**src/design/white_blob_steering_top_assert.svh**
```systemverilog
// Assertion macros of the white blob steering design.
`ifndef WHITE_BLOB_STEERING_TOP_ASSERT_SVH
`define WHITE_BLOB_STEERING_TOP_ASSERT_SVH

// Same-cycle implication, checked outside reset.
`define WBS_ASSERT_NOW(lbl, ante, cons) \
  lbl: assert property (@(posedge clk) disable iff (rst) (ante) |-> (cons)) \
    else $error("white blob steering: same-cycle check failed");

// Next-cycle implication, checked outside reset.
`define WBS_ASSERT_NEXT(lbl, ante, cons) \
  lbl: assert property (@(posedge clk) disable iff (rst) (ante) |=> (cons)) \
    else $error("white blob steering: next-cycle check failed");

`endif

```
**src/design/wbs_pkg.sv**
```systemverilog
// Shared constants, codes and types of the white blob steering block.
`default_nettype none
package wbs_pkg;
  localparam int COORD_BITS_DEF = 12;
  localparam int CFG_BITS       = 12;
  localparam int CFG_INDEX_BITS = 1;
  localparam int IDX_BITS       = 24;
  localparam int CNT_BITS       = 24;
  localparam int SUM_BITS       = 36;
  localparam int MEAN_BITS      = 12;
  localparam int DIV_STEPS      = SUM_BITS;
  localparam int STEP_BITS      = $clog2(DIV_STEPS);

  localparam logic [CFG_BITS-1:0] WIDTH_RESET  = 12'd640;
  localparam logic [CFG_BITS-1:0] HEIGHT_RESET = 12'd480;

  // floor(x/3) == (x * RECIP3) >> RECIP3_SHIFT for every x below 2^15.
  localparam logic [16:0] RECIP3       = 17'd43691;
  localparam int          RECIP3_SHIFT = 17;

  typedef enum logic [CFG_INDEX_BITS-1:0] {
    REG_FRAME_WIDTH  = 1'b0,
    REG_FRAME_HEIGHT = 1'b1
  } reg_index_t;

  typedef enum logic [1:0] {
    STEER_SEARCH   = 2'd0,
    STEER_LEFT     = 2'd1,
    STEER_STRAIGHT = 2'd2,
    STEER_RIGHT    = 2'd3
  } steer_t;

  typedef struct packed {
    logic pixel_take;
    logic frame_close;
    logic div_step;
    logic result_load;
  } cmd_t;
endpackage
`default_nettype wire

```
**src/design/wbs_pixel_if.sv**
```systemverilog
// Pixel input channel.
`default_nettype none
interface wbs_pixel_if;
  logic       valid;
  logic       ready;
  logic [7:0] red;
  logic [7:0] green;
  logic [7:0] blue;
  logic       frame_end;

  modport source (output valid, red, green, blue, frame_end, input ready);
  modport sink   (input valid, red, green, blue, frame_end, output ready);
endinterface
`default_nettype wire

```
**src/design/wbs_result_if.sv**
```systemverilog
// Steering result channel.
`default_nettype none
interface wbs_result_if;
  logic                              valid;
  logic                              ready;
  logic [1:0]                        steer;
  logic [wbs_pkg::MEAN_BITS-1:0]     mean_column;
  logic [wbs_pkg::CNT_BITS-1:0]      white_count;

  modport source (output valid, steer, mean_column, white_count, input ready);
  modport sink   (input valid, steer, mean_column, white_count, output ready);
endinterface
`default_nettype wire

```
**src/design/wbs_ctrl.sv**
```systemverilog
// Controller: accepts pixels, sequences the per-frame division and the result word.
`default_nettype none
`include "white_blob_steering_top_assert.svh"
module wbs_ctrl (
  input  logic          clk,
  input  logic          rst,
  input  logic          in_valid,
  input  logic          in_frame_end,
  output logic          in_ready,
  input  logic          out_ready,
  output logic          out_valid,
  output wbs_pkg::cmd_t cmd
);
  typedef enum logic [1:0] {S_ACC, S_DIV, S_LOAD} state_t;

  state_t                          state;
  logic [wbs_pkg::STEP_BITS-1:0]   step_count;
  logic                            take;
  logic                            load;

  assign in_ready = (state == S_ACC);
  assign take     = in_valid && in_ready;
  assign load     = (state == S_LOAD) && (!out_valid || out_ready);

  always_comb begin
    cmd.pixel_take  = take;
    cmd.frame_close = take && in_frame_end;
    cmd.div_step    = (state == S_DIV);
    cmd.result_load = load;
  end

  always_ff @(posedge clk) begin
    if (rst) begin
      state      <= S_ACC;
      step_count <= '0;
      out_valid  <= 1'b0;
    end else begin
      unique case (state)
        S_ACC: begin
          if (take && in_frame_end) begin
            state      <= S_DIV;
            step_count <= '0;
          end
        end
        S_DIV: begin
          if (step_count == wbs_pkg::STEP_BITS'(wbs_pkg::DIV_STEPS - 1)) begin
            state      <= S_LOAD;
            step_count <= '0;
          end else begin
            step_count <= step_count + 1'b1;
          end
        end
        S_LOAD: begin
          if (load) begin
            state <= S_ACC;
          end
        end
        default: state <= S_ACC;
      endcase
      // A loaded word replaces one that is being taken in the same cycle.
      if (load) begin
        out_valid <= 1'b1;
      end else if (out_ready) begin
        out_valid <= 1'b0;
      end
    end
  end

  `WBS_ASSERT_NEXT(a_close_starts_div, take && in_frame_end, state == S_DIV && step_count == '0)
  `WBS_ASSERT_NOW(a_count_only_in_div, step_count != '0, state == S_DIV)
  `WBS_ASSERT_NEXT(a_load_gives_word, load, out_valid && in_ready)
endmodule
`default_nettype wire

```
**src/design/wbs_datapath.sv**
```systemverilog
// Datapath: registers, pixel accumulators, serial divider and result register.
`default_nettype none
module wbs_datapath #(
  parameter int COORD_BITS = wbs_pkg::COORD_BITS_DEF
) (
  input  logic                                clk,
  input  logic                                rst,
  input  wbs_pkg::cmd_t                       cmd,
  input  logic [7:0]                          red,
  input  logic [7:0]                          green,
  input  logic [7:0]                          blue,
  input  logic                                cfg_we,
  input  logic [wbs_pkg::CFG_INDEX_BITS-1:0]  cfg_index,
  input  logic [wbs_pkg::CFG_BITS-1:0]        cfg_data,
  output logic [1:0]                          steer,
  output logic [wbs_pkg::MEAN_BITS-1:0]       mean_column,
  output logic [wbs_pkg::CNT_BITS-1:0]        white_count
);
  localparam int CB     = wbs_pkg::CFG_BITS;
  localparam int IB     = wbs_pkg::IDX_BITS;
  localparam int NB     = wbs_pkg::CNT_BITS;
  localparam int SB     = wbs_pkg::SUM_BITS;
  localparam int WCMP   = (COORD_BITS > CB ? COORD_BITS : CB) + 1;
  localparam int CMPB   = (COORD_BITS > CB + 1) ? COORD_BITS : CB + 1;
  localparam int SH     = wbs_pkg::RECIP3_SHIFT;

  logic [CB-1:0]         frame_width;
  logic [CB-1:0]         frame_height;
  logic [COORD_BITS-1:0] column;
  logic [IB-1:0]         pixel_index;
  logic [NB-1:0]         white_total;
  logic [SB-1:0]         column_sum;

  logic [NB-1:0]         div_den;
  logic [NB-1:0]         div_rem;
  logic [SB-1:0]         div_quo;
  logic [CB-1:0]         third;
  logic [CB:0]           two_thirds;

  logic [2*CB-1:0]       n_pixels;
  logic [IB+1:0]         p3;
  logic                  in_window;
  logic                  hit;
  logic [NB-1:0]         white_upd;
  logic [SB:0]           sum_add;
  logic [SB-1:0]         sum_upd;
  logic [WCMP-1:0]       col_inc;
  logic [COORD_BITS-1:0] column_next;
  logic [IB-1:0]         index_next;
  logic [NB:0]           rem_sh;
  logic [NB:0]           rem_diff;
  logic                  rem_ge;
  logic [29:0]           prod1;
  logic [29:0]           prod2;
  logic [COORD_BITS-1:0] mean;
  logic [1:0]            steer_next;

  // Window test on pixel boundaries: 3p >= N and 3p + 2 < 2N.
  assign n_pixels  = frame_width * frame_height;
  assign p3        = {2'b00, pixel_index} + {1'b0, pixel_index, 1'b0};
  assign in_window = (p3 >= {2'b00, n_pixels}) && ((p3 + 2'd2) < {1'b0, n_pixels, 1'b0});
  assign hit       = in_window && (&red) && (&green) && (&blue);

  assign white_upd = (hit && !(&white_total)) ? white_total + 1'b1 : white_total;
  assign sum_add   = {1'b0, column_sum} + (SB + 1)'(column);
  assign sum_upd   = !hit ? column_sum : (sum_add[SB] ? {SB{1'b1}} : sum_add[SB-1:0]);

  assign col_inc     = WCMP'(column) + 1'b1;
  assign column_next = (col_inc >= WCMP'(frame_width)) ? '0 : col_inc[COORD_BITS-1:0];
  assign index_next  = (&pixel_index) ? pixel_index : pixel_index + 1'b1;

  // One restoring division step per cycle.
  assign rem_sh   = {div_rem, div_quo[SB-1]};
  assign rem_ge   = rem_sh >= {1'b0, div_den};
  assign rem_diff = rem_sh - {1'b0, div_den};

  assign prod1 = 30'(frame_width) * 30'(wbs_pkg::RECIP3);
  assign prod2 = 30'({frame_width, 1'b0}) * 30'(wbs_pkg::RECIP3);

  // With a nonzero count the quotient never exceeds the largest column, so its low bits hold it.
  assign mean = div_quo[COORD_BITS-1:0];

  always_comb begin
    if (div_den == '0) begin
      steer_next = wbs_pkg::STEER_SEARCH;
    end else if (CMPB'(mean) < CMPB'(third)) begin
      steer_next = wbs_pkg::STEER_LEFT;
    end else if (CMPB'(mean) > CMPB'(two_thirds)) begin
      steer_next = wbs_pkg::STEER_RIGHT;
    end else begin
      steer_next = wbs_pkg::STEER_STRAIGHT;
    end
  end

  always_ff @(posedge clk) begin
    if (rst) begin
      frame_width  <= wbs_pkg::WIDTH_RESET;
      frame_height <= wbs_pkg::HEIGHT_RESET;
      column       <= '0;
      pixel_index  <= '0;
      white_total  <= '0;
      column_sum   <= '0;
    end else begin
      if (cfg_we) begin
        case (cfg_index)
          wbs_pkg::REG_FRAME_WIDTH:  frame_width  <= cfg_data;
          wbs_pkg::REG_FRAME_HEIGHT: frame_height <= cfg_data;
          default: ;
        endcase
      end
      if (cmd.frame_close) begin
        column      <= '0;
        pixel_index <= '0;
        white_total <= '0;
        column_sum  <= '0;
      end else if (cmd.pixel_take) begin
        column      <= column_next;
        pixel_index <= index_next;
        white_total <= white_upd;
        column_sum  <= sum_upd;
      end
    end
  end

  always_ff @(posedge clk) begin
    if (cmd.frame_close) begin
      div_den    <= white_upd;
      div_rem    <= '0;
      div_quo    <= sum_upd;
      third      <= prod1[SH+CB-1:SH];
      two_thirds <= prod2[SH+CB:SH];
    end else if (cmd.div_step) begin
      div_rem <= rem_ge ? rem_diff[NB-1:0] : rem_sh[NB-1:0];
      div_quo <= {div_quo[SB-2:0], rem_ge};
    end
    if (cmd.result_load) begin
      steer       <= steer_next;
      mean_column <= (div_den == '0) ? '0 : wbs_pkg::MEAN_BITS'(mean);
      white_count <= div_den;
    end
  end
endmodule
`default_nettype wire

```
**src/design/white_blob_steering_top.sv**
```systemverilog
// Top level of the white blob steering block.
//
// Pixels arrive in raster order on the pixel channel (red, green, blue and
// frame_end), one word per cycle while ready is high. Each pixel in the
// middle third of the frame that is pure white is counted and its column
// summed. The pixel marked frame_end closes the frame: a serial divider
// then forms the mean column, one quotient bit per cycle, and the steering
// word (steer, mean_column, white_count) is written to the output register.
// Ready stays low from the cycle after the frame_end pixel until that word
// is loaded, through the divider steps and the load step, which waits while
// an earlier word is still held. Otherwise one pixel is taken per cycle.
// A stalled receiver holds the result word in the output register while new
// pixels keep arriving; only the load of the next frame's word waits for it
// to be taken. The user must write frame_width and frame_height through
// cfg_we, cfg_index and cfg_data only while the block is idle, which the
// block does not enforce. Synchronous reset restores a 640 by 480 frame,
// clears the counters and empties the output register.
`default_nettype none
module white_blob_steering_top #(
  parameter int COORD_BITS = wbs_pkg::COORD_BITS_DEF
) (
  input  logic                                clk,
  input  logic                                rst,
  wbs_pixel_if.sink                           pixel,
  wbs_result_if.source                        result,
  input  logic                                cfg_we,
  input  logic [wbs_pkg::CFG_INDEX_BITS-1:0]  cfg_index,
  input  logic [wbs_pkg::CFG_BITS-1:0]        cfg_data
);
  wbs_pkg::cmd_t cmd;
  logic          in_ready;
  logic          out_valid;

  assign pixel.ready  = in_ready;
  assign result.valid = out_valid;

  wbs_ctrl u_ctrl (
    .clk          (clk),
    .rst          (rst),
    .in_valid     (pixel.valid),
    .in_frame_end (pixel.frame_end),
    .in_ready     (in_ready),
    .out_ready    (result.ready),
    .out_valid    (out_valid),
    .cmd          (cmd)
  );

  wbs_datapath #(
    .COORD_BITS (COORD_BITS)
  ) u_datapath (
    .clk         (clk),
    .rst         (rst),
    .cmd         (cmd),
    .red         (pixel.red),
    .green       (pixel.green),
    .blue        (pixel.blue),
    .cfg_we      (cfg_we),
    .cfg_index   (cfg_index),
    .cfg_data    (cfg_data),
    .steer       (result.steer),
    .mean_column (result.mean_column),
    .white_count (result.white_count)
  );
endmodule
`default_nettype wire

```
**src/flat_wrapper.sv**
```systemverilog
// flat-port wrapper written by rule: the top's interface ports become plain ports
module white_blob_steering_top_flat 
#(
  parameter int COORD_BITS = wbs_pkg::COORD_BITS_DEF
)
  (clk, rst, cfg_we, cfg_index, cfg_data, pixel_valid, pixel_red, pixel_green, pixel_blue, pixel_frame_end, pixel_ready, result_valid, result_steer, result_mean_column, result_white_count, result_ready);
  wbs_pixel_if pixel_i ();
  wbs_result_if result_i ();
  input  logic clk;
  input  logic rst;
  input  logic cfg_we;
  input  logic [wbs_pkg::CFG_INDEX_BITS-1:0] cfg_index;
  input  logic [wbs_pkg::CFG_BITS-1:0] cfg_data;
  input wire logic [$bits(pixel_i.valid)-1:0] pixel_valid;
  input wire logic [$bits(pixel_i.red)-1:0] pixel_red;
  input wire logic [$bits(pixel_i.green)-1:0] pixel_green;
  input wire logic [$bits(pixel_i.blue)-1:0] pixel_blue;
  input wire logic [$bits(pixel_i.frame_end)-1:0] pixel_frame_end;
  output wire logic [$bits(pixel_i.ready)-1:0] pixel_ready;
  output wire logic [$bits(result_i.valid)-1:0] result_valid;
  output wire logic [$bits(result_i.steer)-1:0] result_steer;
  output wire logic [$bits(result_i.mean_column)-1:0] result_mean_column;
  output wire logic [$bits(result_i.white_count)-1:0] result_white_count;
  input wire logic [$bits(result_i.ready)-1:0] result_ready;
  assign pixel_i.valid = pixel_valid;
  assign pixel_i.red = pixel_red;
  assign pixel_i.green = pixel_green;
  assign pixel_i.blue = pixel_blue;
  assign pixel_i.frame_end = pixel_frame_end;
  assign pixel_ready = pixel_i.ready;
  assign result_valid = result_i.valid;
  assign result_steer = result_i.steer;
  assign result_mean_column = result_i.mean_column;
  assign result_white_count = result_i.white_count;
  assign result_i.ready = result_ready;
  white_blob_steering_top #(.COORD_BITS(COORD_BITS)) u_core (.clk(clk), .rst(rst), .pixel(pixel_i), .result(result_i), .cfg_we(cfg_we), .cfg_index(cfg_index), .cfg_data(cfg_data));
endmodule
```
**config.mk**
```make
export PLATFORM = sky130hd
export DESIGN_NAME = white_blob_steering_top_flat
export DESIGN_NICKNAME = d
export VERILOG_FILES = /design/src/design/wbs_pkg.sv /design/src/design/wbs_pixel_if.sv /design/src/design/wbs_result_if.sv /design/src/design/wbs_ctrl.sv /design/src/design/wbs_datapath.sv /design/src/design/white_blob_steering_top.sv /design/src/flat_wrapper.sv
export VERILOG_INCLUDE_DIRS = /design/src /design/src/design
export SDC_FILE = /design/constraint.sdc
export NUM_CORES = 1
export LEC_CHECK = 0
export BUFFER_PORTS_ARGS = -buffer_cell sky130_fd_sc_hd__buf_2
export CAP_MARGIN = 20
export CORE_AREA = 2 2 216 218
export DETAILED_ROUTE_END_ITERATION = 10
export DIE_AREA = 0 0 218 220
export PLACE_DENSITY = 0.76
export SLEW_MARGIN = 20
export SYNTH_ARGS = -nofsm -noshare
export SYNTH_HDL_FRONTEND = slang
export SYNTH_SLANG_ARGS = --single-unit
export TNS_END_PERCENT = 1
```
**constraint.sdc**
```tcl
create_clock -name clk -period 10 [get_ports clk]
set_input_delay 1 -clock clk [delete_from_list [all_inputs] [get_ports clk]]
set_output_delay 1 -clock clk [all_outputs]
set_load 0.03 [all_outputs]
```
==> impl_metrics.yaml, run 1 <==
status:
  outcome: "finished clean"
final_layout:
  n_antenna_cell: 0
  drive_above_1_share: 0.07654
  area_growth_syn_to_layout_pct: 8.736
  nFillCells: 3927
  fin_util: 0.5800
  fin_nets: 3295
route:
  vias_per_cell: 5.989
  wl_met2_mm: 29.40
  vias: 20690
  met3_length_mm: 4.059
  drt_wl_total_mm: 61.18
  route.detailed.drc: 0
  drtAntennaViolNets: 0
  highest_layer: "met5"
  drt-met1-wl_mm: 25.65
  wl_per_cell_um: 17.71
  drt_iter0_markers: 1781
  firstDrtPassIters: 6
setup_path:
  cpMaxStageDelayCell: "dfxtp_1"
  cp_data_required_time_ps: 10260
  cp.arrival_ps: 9500
  cp_max_fo: 22
  critPathTopFamily: "adder cells"
  critPathMaxStageDelay_ps: 590
  start_kind: "register"
  cp-end-kind: "register"
  path_buf_inv: 5
  criticalPathCategory: "reg -> reg"
yosys:
  synth_compound_area_frac: 0.1498
  ys.flop_type: "dfxtp_1"
  synth-simple-area-share: 0.1989
  syn_nets: 3260
  syn_area_um2: 24460
  yosys-top-cells-area: "ha_1 14%, edfxtp_1 14%, dfxtp_1 13%"
  synth_top_cell_area_share: 0.1432
  synthCells: 2788
  avgSynthCellArea_um2: 8.774
  synth_fa_ha_area_frac: 0.2652
  ys_types: 100
  synth_top_area_cell: "ha_1"
  synth_edf_count: 110
  yosysWarnings: 0
  yosysMostFrequentCell: "nand2_1"
  synthXorXnorAreaFrac: 0.04716
  synthMuxAreaShare: 0.01565
  ys_ff_latch: 263
  netlist_top_cells_count: "312 x nand2_1, 287 x inv_1, 280 x ha_1"
  synth_top_family_by_area: "adder cells"
  async_flop_share: 0
  synth-seq-area-share: 0.2602
sta:
  fin_crit_ps: 9236
  fmax_mhz: 108.3
  final-hold-violation-count: 0
  slew_violations: 0
  fin_crit_sh: 0.9236
  fin_setup_tns_ps: 0
  setup_viol_count_final: 0
  slew_headroom: 0.2937
  rsz0062_at_grt: "no"
  tightest_slew_ps: 1057
  fin_skew_ps: 17.99
clocking:
  cts_buffers: 34
  cts_tree: "yes"
  clock_sinks: 263
  cts_setup_buffers: 0
  insertion_delay_ps: 550
  cts-root-buf: "clkbuf_16"
  clock_path_buffers: 3
  htree_levels: 2
  clkTransAtPathRegs_ps: 60
run:
  cap_violations: 0
global_route:
  grtUsageTotal: 0.2607
  grt_start_max_net_pins: 70
  antenna_found_initial: 1
  grt_pass1_wl_mm: 102.3
  grt_pass1_vias: 21030
  overflow: 0
floorplanning:
  die_w_um: 218
  io_pins: 83
  start_util: 0.5334
  die_area_um2: 47960
  rows: 79
  core_area_um2: 45860
  die_h_um: 220
power_and_ir_drop:
  leakagePower_nw: 12.10
  vdd_ir_drop_max_v: 0.0002005
  powerDensity_nw_per_um2: 152.5
placed_design:
  gp_congestion: 0.9550
  post-dp-hpwl_mm: 46.02
  port_buffers: 82
min_path:
  worstHoldPathType: "reg -> reg"
## where the power goes
| group | switching, mW | internal [mW] | leakage [nW] |
|---|---|---|---|
| clock | 0.506 | 0.782 | 0.579 |
| combinational | 0.850 | 0.641 | 9.22 |
| sequential | 0.0707 | 1.21 | 2.30 |
## layer usage
| layer | vias to the layer above | track usage |
|---|---|---|
| met5 | - | 0 |
| met4 | 2 | 0.09796 |
| met3 | 147 | 0.04265 |
| met2 | 734 | 0.4583 |
| met1 | 9989 | 0.3207 |
| li1 | 9819 | - |
## kinds of logic after synthesis
group | Yosys count
buf+inv | 399
simple gates | 983
mux | 38
fa+ha+maj | 429
xor+xnor | 130
compound gates | 546
flops | 263
## timing repair
| item | CTS | global route |
|---|---|---|
| hold buffers | 0 | 0 |
| gates resized for setup | 0 | 1 |
| endpoints found under the setup margin | 0 | 19 |
## path summary, 6_finish.rpt
| check | from | end | slack [ps] | depth (start not counted) |
|---|---|---|---|---|
| worst min-delay path | u_core.u_datapath.div_rem[4] | u_core.u_datapath.div_rem[4] | 490 | 2 |
| worst max-delay path | u_core.u_datapath.frame_height[5] | u_core.u_datapath.div_quo[3] | 760 | 32 |
| worst min register to register | u_core.u_datapath.div_rem[4] | u_core.u_datapath.div_rem[4] | 490 | 2 |
| worst max register to register | u_core.u_datapath.frame_height[5] | u_core.u_datapath.div_quo[3] | 760 | 32 |
## worst reg2reg max path, delay by kind of cell (launching register included)
family | cells | cell delay [ps]
AND/OR/NAND/NOR | 9 | 2380
AO/OA/AOI/OAI | 9 | 2220
multiplexers | 1 | 250
flip-flops | 1 | 590
XOR/XNOR | 1 | 130
adder cells (fa/ha/maj) | 7 | 2800
buffers and inverters | 5 | 570
## final cells by class
class                   count  area, um2  share of cell area
inverters                 287       1077             0.04050
repair buffers            111      628.1             0.02361
clock buffers              48      994.7             0.03740
clock inverters            13      178.9            0.006727
multi-input cells        2126      16590              0.6239
flip-flops and latches    263       6366              0.2393
well taps                 607      759.5             0.02855
## stage by stage
stage | hold slack (ps) | area (um2) | setup WS, ps | power (mW) | cells
floorplan | 443.6 | 24460 | 1843 | 2.419 | 2788
global placement | 461.4 | 25420 | 977.0 | 2.708 | 3394
detailed placement | 471.0 | 25420 | 745.8 | 2.771 | 3394
CTS | 478.8 | 26590 | 651.4 | 4.079 | 3455
global route | 501.1 | 26600 | 29.34 | 4.337 | 3455
finish | 485.5 | 26600 | 763.5 | 4.058 | 3455
## flip-flops by register name (all words and copies together) (netlist names), 2 cells and up
| register | flops |
|---|---|
| u_core.u_datapath.mean_column | 12 |
| u_core.u_ctrl.state | 2 |
| u_core.u_datapath.div_rem | 24 |
| u_core.u_datapath.steer | 2 |
| u_core.u_datapath.frame_height | 12 |
| u_core.u_datapath.pixel_index | 24 |
| u_core.u_ctrl.step_count | 6 |
| u_core.u_datapath.column | 12 |
| u_core.u_datapath.column_sum | 36 |
| u_core.u_datapath.frame_width | 12 |
| u_core.u_datapath.two_thirds | 12 |
| u_core.u_datapath.div_den | 24 |
| u_core.u_datapath.div_quo | 36 |
| u_core.u_datapath.white_total | 24 |
| u_core.u_datapath.white_count | 24 |
## cell usage in the layout (no fill, tap or decap), types with 46 or more instances in the layout
master | netlist | final
o21ai_0 | 103 | 103
buf_2 | 25 | 82
nand2_1 | 312 | 311
inv_1 | 287 | 286
nor3_1 | 70 | 70
nand3_1 | 75 | 74
a21o_1 | 59 | 59
dfxtp_1 | 153 | 153
xor2_1 | 58 | 58
a21oi_1 | 159 | 159
and2_1 | 66 | 66
edfxtp_1 | 110 | 110
fa_1 | 149 | 149
ha_1 | 280 | 280
nor2_1 | 194 | 194
xnor2_1 | 70 | 70
and3_1 | 46 | 46
(Power assumes the default switching activity.)
==> run 2, diff against run 1 <==
CTS_CLUSTER_DIAMETER = 40   (was default)
RECOVER_POWER = 25   (was default)
SLEW_MARGIN = default   (was 20)
==> impl_metrics.yaml, run 2 (synthesis gave the netlist of run 1 again) <==
floorplanning:
  die_h_um: 220
  core_area_um2: 45860
  rows: 79
  die_area_um2: 47960
  start_util: 0.5334
  io_pins: 83
  die_w_um: 218
placed_design:
  post-dp-hpwl_mm: 46.02
  placed_area_um2: 25420
  place_ws_ps: 745.8
  port_buffers: 82
  gp_congestion: 0.9550
route:
  firstDrtPassIters: 6
  drt_wl_total_mm: 61.65
  wl_per_cell_um: 17.71
  route.detailed.drc: 0
  vias: 20780
  drtAntennaViolNets: 0
  vias_per_cell: 5.970
  drt_iter0_markers: 1764
final_layout:
  drive_above_1_share: 0.07898
  n_antenna_cell: 0
  area_growth_syn_to_layout_pct: 10.78
  fin_area_um2: 27100
  final_cell_mix: "311 x nand2_1, 286 x inv_1, 280 x ha_1, 194 x nor2_1, 159 x a21oi_1"
  layout_commonest_cell: "nand2_1"
  nFillCells: 3887
  fin_nets: 3308
  largestRegisters: "u_core.u_datapath.column_sum: 36 flops, u_core.u_datapath.div_quo: 36 flops"
global_route:
  grt_start_max_net_pins: 70
  overflow: 0
  grt_pass1_vias: 21250
  grtUsageTotal: 0.2634
  grt_pass1_wl_mm: 103.1
  antenna_found_initial: 1
status:
  violations: "max-capacitance violations, max-slew violations"
  outcome: "finished, violations left"
min_path:
  worstHoldPathType: "reg -> reg"
clocking:
  clock_sinks: 263
  htree_levels: 2
  cts_tree: "yes"
  insertion_delay_ps: 600
  cts_buffers: 46
  cts-root-buf: "clkbuf_16"
  clkTransAtPathRegs_ps: 60
  clock_path_buffers: 3
setup_path:
  cp.arrival_ps: 9480
  cp-end-kind: "register"
  r2r_slack_ps: 810
  cp_num_cells: 32
  reg2reg_to: "u_core.u_datapath.div_quo[7]"
  cpMaxStageDelayCell: "a2111oi_1"
  critPathTopFamily: "adder cells"
  r2r_start: "u_core.u_datapath.frame_height[3]"
  startpoint: "u_core.u_datapath.frame_height[3]"
  reg2regPathDepth: 32
  critPathMaxStageDelay_ps: 570
  cp_max_fo: 22
  path_buf_inv: 5
  criticalPathCategory: "reg -> reg"
  cp_data_required_time_ps: 10300
  endpoint: "u_core.u_datapath.div_quo[7]"
  start_kind: "register"
sta:
  rsz0062_at_grt: "no"
  fmax_mhz: 108.9
  slew_violations: 75
  fin_crit_ps: 9185
  fin_skew_ps: 38.51
  final-hold-violation-count: 0
  tightest_slew_ps: 3184
  fin_setup_tns_ps: 0
  setup_ws_ps: 814.7
  slew_headroom: -1.127
  fin_crit_sh: 0.9185
  setup_viol_count_final: 0
power_and_ir_drop:
  leakagePower_nw: 12.28
  powerDensity_nw_per_um2: 165.4
  vdd_ir_drop_max_v: 0.0002129
run:
  cap_violations: 2
run 2: cell types whose count changed in the layout (fill, tap and decap cells not counted), moves of 4 or more:
cell        previous run  this run
buf_2                 82        66
clkbuf_1               6        19
clkbuf_16             35        47
inv_8                  1         8
clkbuf_8               7         1
clkinvlp_4             0         6
bufinv_16              3         7
run 2: power breakdown:
part	switching, mW	internal (mW)	total, mW
Sequential	0.0714	1.21	1.28
Clock	0.624	1.08	1.70
Combinational	0.856	0.642	1.50
Total	1.55	2.93	4.48
run 2: how the worst min path moves through the flow:
stage                                 from                     endpoint  cells past startpoint
6_report       u_core.u_ctrl.step_count[5]  u_core.u_ctrl.step_count[5]                      1
5_1_grt        u_core.u_ctrl.step_count[5]  u_core.u_ctrl.step_count[5]                      1
4_1_cts        u_core.u_ctrl.step_count[5]  u_core.u_ctrl.step_count[5]                      1
3_5_place_dp   u_core.u_ctrl.step_count[5]  u_core.u_ctrl.step_count[5]                      1
3_3_place_gp   u_core.u_ctrl.step_count[5]  u_core.u_ctrl.step_count[5]                      1
2_1_floorplan  u_core.u_ctrl.step_count[5]  u_core.u_ctrl.step_count[5]                      1
run 2: layout make-up:
class	instances	area, um2	share of cell area
clock inverters	35	489.2	0.01805
clock buffers	51	1201	0.04433
well taps	607	759.5	0.02803
repair buffers	112	623.1	0.02299
inverters	287	1077	0.03975
flip-flops and latches	263	6366	0.2349
multi-input cells	2126	16580	0.6119
run 2: layer usage:
metal  up-vias  routed length (um)  track usage  part of all wire
li1       9853                   -            -                 -
met1     10040               25660       0.3222              0.42
met2       729               29880       0.4623              0.48
met3       157                4080      0.04582             0.066
met4         2                2017       0.1005             0.033
met5         -                  13            0           0.00021
run 2: repair_timing:
item | 4_1_cts | 5_1_grt
resized for setup | 0 | 1
hold endpoints to repair | 0 | 0
setup endpoints to repair | 0 | 16
hold buffers | 0 | 0
setup buffers | 0 | 0
run 2: through the flow:
step	util	instances	hold slack [ps]	total power, mW
2_1_floorplan	-	2788	443.6	2.419
3_5_place_dp	0.5542	3394	471.0	2.771
5_1_grt	0.5908	3481	500.3	4.766
3_3_place_gp	0.5542	3394	461.4	2.708
4_1_cts	0.5911	3480	478.4	4.499
6_report	0.5908	3481	478.7	4.482
==> run 3, diff against run 2 <==
CORE_AREA = 2 2 194 243   (was 2 2 216 218)
DIE_AREA = 0 0 196 245   (was 0 0 218 220)
==> impl_metrics.yaml, run 3 (synthesis gave the netlist of run 1 again) <==
route:
  vias: 20480
  vias_per_cell: 5.928
  firstDrtPassIters: 5
  drt_iter0_markers: 1015
  drtAntennaViolNets: 0
  route.detailed.drc: 0
  wl_per_cell_um: 17.27
  drt_wl_total_mm: 59.64
setup_path:
  r2r_slack_ps: 640
  criticalPathCategory: "reg -> reg"
  cpMaxStageDelayCell: "dfxtp_1"
  cp-end-kind: "register"
  critPathTopFamily: "adder cells"
  critPathMaxStageDelay_ps: 790
  reg2reg_to: "u_core.u_datapath.column_sum[12]"
  cp_common_cell: "fa_1"
  start_kind: "register"
  cp_data_required_time_ps: 10430
  cp_max_fo: 36
  startpoint: "u_core.u_datapath.frame_width[5]"
  reg2regPathDepth: 29
  path_buf_inv: 4
  endpoint: "u_core.u_datapath.column_sum[12]"
  cp.arrival_ps: 9790
  r2r_start: "u_core.u_datapath.frame_width[5]"
  cp_num_cells: 29
clocking:
  cts_hold_buf: 0
  insertion_delay_ps: 590
  cts_setup_buffers: 0
  clock_sinks: 263
  htree_levels: 2
  cts_buffers: 42
  cts-root-buf: "clkbuf_16"
  clkTransAtPathRegs_ps: 60
  cts_tree: "yes"
  cts_resized: 0
  clock_path_buffers: 3
power_and_ir_drop:
  leakagePower_nw: 12.17
  p_total_mw: 4.194
  clkPwrFrac: 0.341
  p_switching_mw: 1.499
  pwr-share-comb: 0.355
  vdd_ir_drop_max_v: 0.0001147
  powerDensity_nw_per_um2: 156.4
  power.share.sequential: 0.305
  swShare: 0.3573
  p_int_mw: 2.696
sta:
  fin_skew_ps: 29.51
  slew_headroom: -1.157
  rsz0062_at_grt: "no"
  final-hold-violation-count: 0
  fin_crit_sh: 0.9357
  fin_setup_tns_ps: 0
  slew_violations: 75
  fmax_mhz: 106.9
  fin_crit_ps: 9357
  tightest_slew_ps: 3229
  setup_viol_count_final: 0
floorplanning:
  core_area_um2: 45800
  io_pins: 83
  rows: 88
  die_h_um: 245
  die_w_um: 196
  start_util: 0.5341
  die_area_um2: 48020
status:
  outcome: "finished, violations left"
  violations: "max-capacitance violations, max-slew violations"
final_layout:
  fin_nets: 3307
  area_growth_syn_to_layout_pct: 9.611
  final_cell_mix: "311 x nand2_1, 286 x inv_1, 280 x ha_1, 194 x nor2_1, 158 x a21oi_1"
  n_antenna_cell: 0
  drive_above_1_share: 0.07912
  layout_commonest_cell: "nand2_1"
  nFillCells: 3950
  largestRegisters: "u_core.u_datapath.column_sum: 36 flops, u_core.u_datapath.div_quo: 36 flops"
  fin_area_um2: 26810
min_path:
  worstHoldPathType: "reg -> reg"
  hold-path-cell-count: 1
global_route:
  antenna_found_initial: 0
  grt_pass1_wl_mm: 99.98
  overflow: 0
  grt_start_max_net_pins: 70
  grtUsageTotal: 0.2523
  grt_pass1_vias: 20890
placed_design:
  placed_area_um2: 25440
  post-dp-hpwl_mm: 45.40
  port_buffers: 82
  gp_congestion: 0.9381
run:
  cap_violations: 2
-- run 3: changes by cell type in the layout (fill, tap and decap cells not counted), moves of 2 or more --
cell       previous run  this run
buf_4                29        32
bufinv_16             7         1
clkbuf_16            47        42
clkbuf_8              1         3
clkinv_1              3         0
clkinv_2              2         8
inv_6                 4         7
inv_8                 8         4
-- run 3: how the worst min path moves through the flow --
stage | startpoint | endpoint | slack [ps]
floorplan | u_core.u_ctrl.step_count[5] | u_core.u_ctrl.step_count[5] | 440
global placement | u_core.u_datapath.column_sum[33] | u_core.u_datapath.column_sum[33] | 460
detailed placement | u_core.u_ctrl.step_count[5] | u_core.u_ctrl.step_count[5] | 470
CTS | u_core.u_ctrl.step_count[5] | u_core.u_ctrl.step_count[5] | 480
global route | u_core.u_datapath.div_rem[7] | u_core.u_datapath.div_rem[7] | 500
finish | u_core.u_ctrl.step_count[5] | u_core.u_ctrl.step_count[5] | 480
-- run 3: routing by layer --
metal	global-route usage	vias to the layer above	share of wire
li1	-	9835	-
met5	0	-	0
met2	0.4705	618	0.52
met3	0.02789	176	0.047
met1	0.2850	9846	0.39
met4	0.1239	0	0.042
-- run 3: area by class of cell --
cell class / count / area [um2] / share of cell area
timing repair buffer: 115 / 651.9 / 0.02431
tap: 585 / 732.0 / 0.02730
clock buffer: 48 / 1104 / 0.04116
multi-input combinational: 2126 / 16590 / 0.6188
clock inverter: 30 / 290.3 / 0.01083
sequential: 263 / 6366 / 0.2374
inverter: 287 / 1077 / 0.04018
-- run 3: per-stage QoR --
step	util	std cells	hold slack, ps	worst slack (ps)
2_1_floorplan	-	2788	443.6	1843
3_3_place_gp	0.5554	3376	462.8	879.8
3_5_place_dp	0.5554	3376	472.4	683.5
4_1_cts	0.5858	3454	482.9	599.9
5_1_grt	0.5854	3454	502.1	75.84
6_report	0.5854	3454	482.5	642.8
-- run 3: worst register-to-register path: cells and delay by family (launching register included) --
kind            cells  cell delay (ps)
compound gates      9             2590
xor+xnor            1              120
fa+ha+maj           7             2940
buf+inv             4              370
flops               1              790
simple gates        8             2400
-- run 3: power groups by stage --
stage / clock network [mW] / registers (mW) / logic, mW
2_1_floorplan: 0 / 1.27 / 1.15
3_3_place_gp: 0 / 1.29 / 1.41
3_5_place_dp: 0 / 1.30 / 1.47
4_1_cts: 1.45 / 1.28 / 1.49
5_1_grt: 1.50 / 1.28 / 1.68
6_report: 1.43 / 1.28 / 1.49
